## src/rtl/clcd_pkg.sv

```systemverilog
`timescale 1ns / 1ps
`default_nettype none

package clcd_pkg;

    typedef enum logic [1:0] {
        OP_CMD      = 2'd0,
        OP_DATA     = 2'd1,
        OP_SET_POS  = 2'd2,
        OP_MOVE_POS = 2'd3
    } t_opcode;

    // configuration register indexes
    localparam logic [1:0] REG_COLUMNS = 2'd0;
    localparam logic [1:0] REG_ROWS    = 2'd1;

    localparam logic [5:0] COLUMNS_RESET = 6'd16;
    localparam logic [2:0] ROWS_RESET    = 3'd2;
    localparam logic [5:0] COL_LIMIT     = 6'd40;

    localparam logic [7:0] CMD_SET_DDRAM = 8'h80;
    localparam logic       BACKLIGHT_ON  = 1'b1;

    // position in the six-byte sequence
    localparam logic [2:0] BEAT_FIRST  = 3'd0;
    localparam logic [2:0] BEAT_EN_HI  = 3'd1;
    localparam logic [2:0] BEAT_LO     = 3'd3;
    localparam logic [2:0] BEAT_EN_LO  = 3'd4;
    localparam logic [2:0] BEAT_LAST   = 3'd5;

    typedef struct packed {
        logic [7:0] cmd_byte;
        logic       rs;
        logic [5:0] cursor_col;
        logic [1:0] cursor_row;
    } t_cmd;

    function automatic logic [7:0] row_base(input logic [1:0] row);
        logic [7:0] base;
        unique case (row)
            2'd0:    base = 8'h00;
            2'd1:    base = 8'h40;
            2'd2:    base = 8'h14;
            default: base = 8'h54;
        endcase
        return base;
    endfunction

endpackage

`default_nettype wire

```

## src/rtl/clcd_addr_calc.sv

```systemverilog
`timescale 1ns / 1ps
`default_nettype none

module clcd_addr_calc #(
    parameter int MAX_ROWS = 4
) (
    input  var clcd_pkg::t_opcode    i_op,
    input  var logic [7:0]           i_byte_value,
    input  var logic signed [7:0]    i_col_arg,
    input  var logic signed [7:0]    i_row_arg,
    input  var logic [5:0]           i_cursor_col,
    input  var logic [1:0]           i_cursor_row,
    input  var logic [5:0]           i_columns,
    input  var logic [2:0]           i_rows,
    output clcd_pkg::t_cmd           o_cmd
);
    import clcd_pkg::*;

    localparam logic [2:0] MaxRows = 3'(MAX_ROWS);

    logic [5:0]        ncol;
    logic [2:0]        nrow;
    logic signed [8:0] tc;
    logic signed [8:0] tr;
    logic [5:0]        new_col;
    logic [1:0]        new_row;
    logic              is_move;

    always_comb begin
        // display size clamped to what the panel can have
        if (i_columns == 6'd0) begin
            ncol = 6'd1;
        end else if (i_columns > COL_LIMIT) begin
            ncol = COL_LIMIT;
        end else begin
            ncol = i_columns;
        end
        if (i_rows == 3'd0) begin
            nrow = 3'd1;
        end else if (i_rows > MaxRows) begin
            nrow = MaxRows;
        end else begin
            nrow = i_rows;
        end

        is_move = (i_op == OP_MOVE_POS);
        tc = $signed({i_col_arg[7], i_col_arg})
           + (is_move ? $signed({3'b000, i_cursor_col}) : 9'sd0);
        tr = $signed({i_row_arg[7], i_row_arg})
           + (is_move ? $signed({7'b0000000, i_cursor_row}) : 9'sd0);

        if (tc[8]) begin
            new_col = 6'd0;
        end else if (tc[7:0] >= {2'b00, ncol}) begin
            new_col = ncol - 6'd1;
        end else begin
            new_col = tc[5:0];
        end

        if (tr[8]) begin
            new_row = 2'd0;
        end else if (tr[7:0] >= {5'b00000, nrow}) begin
            new_row = 2'(nrow - 3'd1);
        end else begin
            new_row = tr[1:0];
        end

        unique case (i_op)
            OP_CMD: begin
                o_cmd.cmd_byte   = i_byte_value;
                o_cmd.rs         = 1'b0;
                o_cmd.cursor_col = i_cursor_col;
                o_cmd.cursor_row = i_cursor_row;
            end
            OP_DATA: begin
                o_cmd.cmd_byte   = i_byte_value;
                o_cmd.rs         = 1'b1;
                o_cmd.cursor_col = i_cursor_col;
                o_cmd.cursor_row = i_cursor_row;
            end
            OP_SET_POS, OP_MOVE_POS: begin
                o_cmd.cmd_byte   = {2'b00, new_col} + (CMD_SET_DDRAM | row_base(new_row));
                o_cmd.rs         = 1'b0;
                o_cmd.cursor_col = new_col;
                o_cmd.cursor_row = new_row;
            end
        endcase
    end

endmodule

`default_nettype wire

```

## src/rtl/char_lcd_i2c_nibble_sequencer.sv

```systemverilog
`timescale 1ns / 1ps
`default_nettype none

// channel   direction  handshake           payload
// input     in         i_valid / o_stall   i_opcode, i_byte_value, i_col_arg, i_row_arg
// output    out        o_valid / i_stall   o_expander_byte, o_last
// config    in         i_cfg_we            i_cfg_idx, i_cfg_data
//
// every item gives six expander bytes, one per cycle while the output is not
// stalled; the byte serializer sends them.
// an item waits in the input register while the previous item is still sent,
// and moves to the serializer in the cycle its last byte is taken.
// an accepted item passes the input register and is loaded into the serializer
// before its first byte shows, or waits behind the previous item; stalls add.
// synchronous active-low reset clears valids and cursor and sets the size registers to their reset values.
module char_lcd_i2c_nibble_sequencer #(
    parameter int MAX_ROWS = 4
) (
    input  var logic              i_clk,
    input  var logic              i_rst_n,
    input  var logic              i_cfg_we,
    input  var logic [1:0]        i_cfg_idx,
    input  var logic [5:0]        i_cfg_data,
    input  var logic              i_valid,
    output var logic              o_stall,
    input  var logic [1:0]        i_opcode,
    input  var logic [7:0]        i_byte_value,
    input  var logic signed [7:0] i_col_arg,
    input  var logic signed [7:0] i_row_arg,
    output var logic              o_valid,
    input  var logic              i_stall,
    output var logic [7:0]        o_expander_byte,
    output var logic              o_last
);
    import clcd_pkg::*;

    logic [5:0]        r_columns;
    logic [2:0]        r_rows;
    logic [5:0]        r_cursor_col;
    logic [1:0]        r_cursor_row;

    logic              r_in_valid;
    t_opcode           r_op;
    logic [7:0]        r_byte;
    logic signed [7:0] r_col;
    logic signed [7:0] r_row;

    logic              r_busy;
    logic [2:0]        r_beat;
    logic [2:0]        n_beat;
    logic [7:0]        r_cmd_byte;
    logic              r_rs;

    t_cmd              calc;
    logic              out_take;
    logic              load;
    logic              in_take;
    logic [3:0]        nib;
    logic              enable;

    clcd_addr_calc #(
        .MAX_ROWS(MAX_ROWS)
    ) u_addr_calc (
        .i_op         (r_op),
        .i_byte_value (r_byte),
        .i_col_arg    (r_col),
        .i_row_arg    (r_row),
        .i_cursor_col (r_cursor_col),
        .i_cursor_row (r_cursor_row),
        .i_columns    (r_columns),
        .i_rows       (r_rows),
        .o_cmd        (calc)
    );

    assign out_take = r_busy && !i_stall;
    // serializer is free, or frees up this cycle
    assign load     = r_in_valid && (!r_busy || (out_take && r_beat == BEAT_LAST));
    assign o_stall  = r_in_valid && !load;
    assign in_take  = i_valid && !o_stall;
    assign n_beat   = r_beat + 3'd1;

    always_ff @(posedge i_clk) begin
        if (!i_rst_n) begin
            r_columns <= COLUMNS_RESET;
            r_rows    <= ROWS_RESET;
        end else if (i_cfg_we) begin
            if (i_cfg_idx == REG_COLUMNS) begin
                r_columns <= i_cfg_data;
            end else if (i_cfg_idx == REG_ROWS) begin
                r_rows <= i_cfg_data[2:0];
            end
        end
    end

    always_ff @(posedge i_clk) begin
        if (!i_rst_n) begin
            r_in_valid <= 1'b0;
        end else if (in_take) begin
            r_in_valid <= 1'b1;
        end else if (load) begin
            r_in_valid <= 1'b0;
        end
    end

    always_ff @(posedge i_clk) begin
        if (in_take) begin
            r_op   <= t_opcode'(i_opcode);
            r_byte <= i_byte_value;
            r_col  <= i_col_arg;
            r_row  <= i_row_arg;
        end
    end

    always_ff @(posedge i_clk) begin
        if (!i_rst_n) begin
            r_busy       <= 1'b0;
            r_beat       <= BEAT_FIRST;
            r_cursor_col <= 6'd0;
            r_cursor_row <= 2'd0;
        end else if (load) begin
            r_busy       <= 1'b1;
            r_beat       <= BEAT_FIRST;
            r_cursor_col <= calc.cursor_col;
            r_cursor_row <= calc.cursor_row;
        end else if (out_take) begin
            if (r_beat == BEAT_LAST) begin
                r_busy <= 1'b0;
                r_beat <= BEAT_FIRST;
            end else begin
                r_beat <= n_beat;
            end
        end
    end

    always_ff @(posedge i_clk) begin
        if (load) begin
            r_cmd_byte <= calc.cmd_byte;
            r_rs       <= calc.rs;
        end
    end

    // high nibble for the first three beats, low nibble for the last three, enable strobe in the middle one of each
    assign nib    = (r_beat < BEAT_LO) ? r_cmd_byte[7:4] : r_cmd_byte[3:0];
    assign enable = (r_beat == BEAT_EN_HI) || (r_beat == BEAT_EN_LO);

    assign o_valid         = r_busy;
    assign o_expander_byte = {nib, BACKLIGHT_ON, enable, 1'b0, r_rs};
    assign o_last          = r_busy && (r_beat == BEAT_LAST);

endmodule

`default_nettype wire

```

## config.mk

```make
export PLATFORM = sky130hd
export DESIGN_NAME = char_lcd_i2c_nibble_sequencer
export DESIGN_NICKNAME = d
export VERILOG_FILES = /design/src/rtl/clcd_pkg.sv /design/src/rtl/clcd_addr_calc.sv /design/src/rtl/char_lcd_i2c_nibble_sequencer.sv
export SDC_FILE = /design/constraint.sdc
export NUM_CORES = 1
export LEC_CHECK = 0
export BUFFER_PORTS_ARGS = -buffer_cell sky130_fd_sc_hd__buf_2
export CORE_AREA = 2 2 79 81
export DETAILED_ROUTE_END_ITERATION = 10
export DIE_AREA = 0 0 81 83
export PLACE_DENSITY = 0.78
export SYNTH_ARGS = -nofsm -noshare
export SYNTH_HDL_FRONTEND = slang
export SYNTH_SLANG_ARGS = --single-unit
```

## constraint.sdc

```tcl
create_clock -name i_clk -period 5.2 [get_ports i_clk]
set_input_delay 0 -clock i_clk [delete_from_list [all_inputs] [get_ports i_clk]]
set_output_delay 0 -clock i_clk [all_outputs]
set_load 0.05 [all_outputs]
```

### After elaboration in Yosys (flattened, before gate mapping)

Cells that the tools add are included.

| storage, ports and cells | value |
|---|---|
| register bits | 57 |
| input port bits | 39 |
| logic and storage cells | 83 |
| output and inout bits | 11 |

| operators by class | value |
|---|---|
| eq/ne operators | 9 |
| bitwise operators | 4 |
| add/sub/neg operators | 6 |
| multiplexer cells | 20 |
| order comparisons | 5 |
| reduce and logical (&&, ||, !) cells | 26 |

Operators by type and width:

| operator | count |
|---|---|
| case mux 17 bit (3 select lines) | 1 |
| two-way mux 6 bit | 5 |
| case mux 7 bit (3 select lines) | 1 |
| adder 8 x 3 -> 9 bit | 1 |
| adder 8 x 7 -> 9 bit | 1 |
| two-way mux 3 bit | 3 |
| adder 6 x 8 -> 8 bit | 1 |
| greater-or-equal comparator 8 x 3 -> 1 bit | 1 |
| greater-or-equal comparator 8 x 6 -> 1 bit | 1 |
| two-way mux 7 bit | 1 |
| == test 2 x 1 -> 1 bit, second input constant | 3 |
| == test 2 bit, second input constant | 3 |
| == test 3 bit, second input constant | 2 |
| > comparator 6 bit, second input constant | 1 |
| logical AND 1 bit | 6 |
| logical NOT 2 bit | 3 |
| logical NOT 6 bit | 1 |
| two-way mux 2 bit | 3 |
| AND reduction 3 bit | 2 |
| nonzero test 2 bit | 3 |
| subtractor 6 x 1 -> 6 bit, second input constant | 1 |
| two-way mux 1 bit | 5 |
| logical NOT 1 bit | 4 |
| two-way mux 4 bit | 1 |
| 10 further kinds | 16 |

### Depth between registers and ports, before layout

| logic depth | value |
|---|---|
| depth after elaboration | 11 |
| mapped depth | 23 |
| depth with buffers taken out | 20 |

### By module

A second synthesis with hierarchy kept.

| second synthesis, totals | value |
|---|---|
| cells, all modules | 325 |
| area, all modules | 3415.8 µm² |

By module, submodules not included:

| module | seq. area each (µm²) | area each (µm²) | cells each | instances |
|---|---|---|---|---|
| char_lcd_i2c_nibble_sequencer | 1491.4 | 2214.6 | 160 | 1 |
| clcd_addr_calc | 0.0 | 1201.2 | 165 | 1 |

### Worst setup path after synthesis

OpenSTA, ideal clock, no wires.

| timing path | value |
|---|---|
| path type | flip-flop to flip-flop |
| start point | register r_op[1] |
| end point | register r_cmd_byte[7] (data pin) |
| clock period less this slack | 4.418 ns |
| buffers on the path | 3 |
| stages on the path, launching flop included | 23 |
| arrival time | 4.152 ns |
| data required time | 4.934 ns |
| setup slack | 0.782 ns |
| library setup time | 0.266 ns |
| path through | edfxtp_1 clkbuf_1 clkbuf_1 and3_1 ha_1 a21o_1 a21oi_1 nor2_1 nor2_1 xnor2_1 ha_1 a21oi_1 nand2_1 a41oi_1 nand2b_4 buf_6 o21ai_1 nor2_1 ha_1 and3_1 o211ai_1 a2111oi_0 nor2_1 |

RTL lines:

| item | RTL line | RTL |
|---|---|---|
| start: declaration | char_lcd_i2c_nibble_sequencer.sv:43 | `t_opcode r_op;` |
| start signal: assignment | char_lcd_i2c_nibble_sequencer.sv:107 | `r_op <= t_opcode'(i_opcode);` |
| end signal: assignment | char_lcd_i2c_nibble_sequencer.sv:137 | `r_cmd_byte <= calc.cmd_byte;` |
| end: declaration | char_lcd_i2c_nibble_sequencer.sv:51 | `logic [7:0] r_cmd_byte;` |

==> results.py <==
metrics = {
    "setup_path": {
        "cp_common_cell": "ha_1",
        "slowest_delay_ns": 0.51,
        "critPathBufInv": 0,
        "worstPathCellList": "and3_1 > ha_1 > fa_1 > a21o_1 > a21oi_1 > xnor2_1 > ha_1 > nand3_1 > nand2_1 > a41oi_1 > nand2b_4 > o21ai_1 > nor2_1 > ha_1 > and3_1 > o211ai_1 > a2111oi_0 > nor2_1",
        "cp.required_ns": 5.28,
        "cp_data_arrival_time_ns": 4.63,
        "critPathKind": "flop to flop",
        "cp_slowest_cell": "edfxtp_1",
        "critPathCaptureType": "flop",
        "critPathTopFamily": "compound AO/OA/AOI/OAI gates",
        "cp_max_fo": 11,
        "crit_path_start_kind": "flop",
    },
    "drt": {
        "drt_iter0_markers": 135,
        "ant_nets": 0,
        "vias_per_cell": 5.447,
        "wl_per_cell_um": 14.07,
        "dr.pass1.iters": 4,
        "wirelength_um": 6641,
        "vias": 2571,
        "drc": 0,
    },
    "global_route": {
        "grt_pass1_wl_um": 11210,
        "grt.overflow.total": 0,
        "first_global_vias": 2524,
        "antenna_found_initial": 0,
        "grt_max_degree": 27,
        "grt_usage_pct": 21.75,
    },
    "timing": {
        "fin_ws_ns": 0.6546,
        "fmax_ghz": 0.2200,
        "fin_crit_sh_pct": 87.41,
        "rsz0062_at_grt": "no",
        "period_needed_ns": 4.545,
        "finalSetupViolCount": 0,
        "slew_viol_final": 0,
        "fin_worst_skew_ns": 0.004940,
        "hold_viol_final": 0,
        "slew-limit-headroom_pct": 25.97,
        "setup_tns_ns": 0,
        "worstMarginPinSlew_ns": 1.108,
    },
    "finish": {
        "final_layout_size_suffix_gt1_share_pct": 19.90,
        "mostFrequentLayoutCell": "buf_2",
        "nNetsFinal": 454,
        "n_antenna_cell": 0,
        "final_cell_mix": "buf_2 (47), nor2_1 (36), dlygate4sd3_1 (35), edfxtp_1 (35), nand2_1 (27)",
        "utilization_pct": 67.81,
        "syn2layout_area_growth_pct": 25.18,
        "design_area_um2": 3944,
    },
    "placed_design": {
        "dp_hpwl_um": 4615,
        "placed_area_um2": 3430,
        "routabilityCongestion": 0.9298,
        "portBuffers": 47,
        "dp_slack_ns": 0.6994,
    },
    "outcome": {
        "status": "completed",
    },
    "floorplan": {
        "fp.dieH_um": 83,
        "die_area_um2": 6723,
        "start_util_pct": 54.17,
        "coreArea_um2": 5816,
        "floorplan.rows": 28,
        "fp.dieW_um": 81,
        "ioPinCount": 50,
    },
    "cts": {
        "cts_tree": "built",
        "h-tree-depth": 3,
        "clockRootBuffer": "clkbuf_8",
        "cts_buffer_depth": 2,
        "clk_pin_slew_ns": 0.06,
        "cts_sinks": 57,
        "cts_resized": 0,
        "clock_latency_ns": 0.33,
        "cts_made_buffers": 9,
    },
    "hold_path": {
        "min_path_type": "primary input to flop",
    },
    "synth": {
        "synth_edf_count": 35,
        "yosysWarningCount": 0,
        "syn_nets": 370,
        "ys_ff_latch": 57,
        "ys_types": 52,
        "post_synth_inst_count": 308,
        "synth_top_flop_cell": "edfxtp_1",
        "synth-seq-area-share_pct": 47.34,
        "synthArstFlopShare_pct": 0,
        "syn_area_um2": 3151,
        "syn_avg_cell_area_um2": 10.23,
    },
    "power_and_ir_drop": {
        "p_leak_nw": 1.686,
        "power.density_nw_per_um2": 261.7,
        "peakVddDrop_uv": 229.1,
        "power_mw": 1.032,
    },
    "job": {
        "drv_cap": 0,
    },
}
-- worst reg2reg max path, delay by kind of cell (launching register included) --
kind            cells  cell delay (ns)
simple gates        7             0.81
fa+ha+maj           4             1.29
flops               1             0.51
compound gates      6             1.49
xor+xnor            1             0.19
-- synth_stat cells (2+ instances only) --
cell | number | share of area, %
nand2_1 | 27 | 3.2
a22oi_1 | 2 | 0.48
o22ai_1 | 2 | 0.40
nor3_1 | 7 | 1.1
conb_1 | 2 | 0.24
xnor2_1 | 6 | 1.7
nor2_1 | 36 | 4.3
xor2_1 | 3 | 0.83
nand4_1 | 2 | 0.40
mux2i_1 | 8 | 2.5
nand2b_1 | 5 | 0.99
o21ai_1 | 2 | 0.32
o21ai_0 | 10 | 1.6
mux2_2 | 8 | 2.9
o211ai_1 | 4 | 0.95
inv_1 | 14 | 1.7
ha_1 | 21 | 8.3
a21oi_1 | 22 | 3.5
a211oi_2 | 2 | 0.79
clkbuf_1 | 5 | 0.60
o21a_1 | 4 | 0.95
nand3_1 | 4 | 0.64
and3_1 | 11 | 2.2
edfxtp_1 | 35 | 33
a21o_1 | 5 | 1.2
a41oi_1 | 2 | 0.56
fa_1 | 2 | 1.3
nor2b_1 | 6 | 1.2
a211oi_1 | 3 | 0.71
buf_4 | 5 | 1.2
dfxtp_1 | 22 | 14
-- what timing repair did --
| item | CTS | global route |
|---|---|---|
| buffers inserted | 0 | 0 |
| hold endpoints to repair | 36 | 0 |
| hold buffers | 35 | 0 |
-- metrics by stage --
stage | hold WS [ns] | instances
detailed placement | 0.1781 | 421
floorplan | 0.06194 | 308
global route | 0.04488 | 472
CTS | 0.002456 | 472
finish | 0.01012 | 472
global placement | 0.1760 | 421
-- where the power goes --
group / leakage (nW) / switching [mW] / internal (mW)
sequential: 0.516 / 0.0136 / 0.506
clock: 0.0879 / 0.169 / 0.180
combinational: 1.08 / 0.0899 / 0.0730
-- path summary, 6_finish.rpt --
path / from / end / slack [ns] / cells past startpoint
setup / recovery: r_op[0] / r_cmd_byte[7] / 0.65 / 18
hold / removal: i_rst_n / r_cursor_col[2] / 0.01 / 2
setup reg to reg: r_op[0] / r_cmd_byte[7] / 0.65 / 18
hold reg to reg: r_cursor_row[1] / r_cursor_row[1] / 0.45 / 2
-- kinds of logic (layout without fill, tap and decap cells) --
| logic type | count (synthesis) | after routing | synth area share, % |
|---|---|---|---|
| DFF | 57 | 57 | 47.34 |
| xor gates and xnor gates | 9 | 9 | 2.502 |
| buffers and inverters | 25 | 114 | 3.813 |
| other | 2 | 2 | 0.2384 |
| AOI/OAI and AO/OA | 70 | 70 | 14.89 |
| adders and majority gates | 23 | 23 | 9.611 |
| muxes | 17 | 17 | 5.838 |
| and+or+nand+nor | 105 | 105 | 15.77 |
-- cell type report --
type / count / area (um2)
clock buffer: 11 / 141.4
clock inverter: 5 / 22.52
fill: 464 / 1872
inverter: 14 / 52.55
multi-input combinational: 226 / 1541
sequential: 57 / 1491
tap: 75 / 93.84
timing repair buffer: 84 / 600.6
-- per-layer routing --
metal	global-route usage, %	vias up	wire length [um]
li1	-	1289	-
met1	28.06	1194	3045
met2	35.24	76	3138
met3	4.674	12	367
met4	8.629	0	90
met5	0	-	0
-- sequential cells by signal, indices dropped and copies added, names as in the netlist, 3 cells and up --
signal	cells
r_beat	3
r_cursor_col	6
r_col	8
r_cmd_byte	8
r_row	8
r_rows	3
r_byte	8
r_columns	6
No activity file was read; power rests on OpenSTA's default activity.
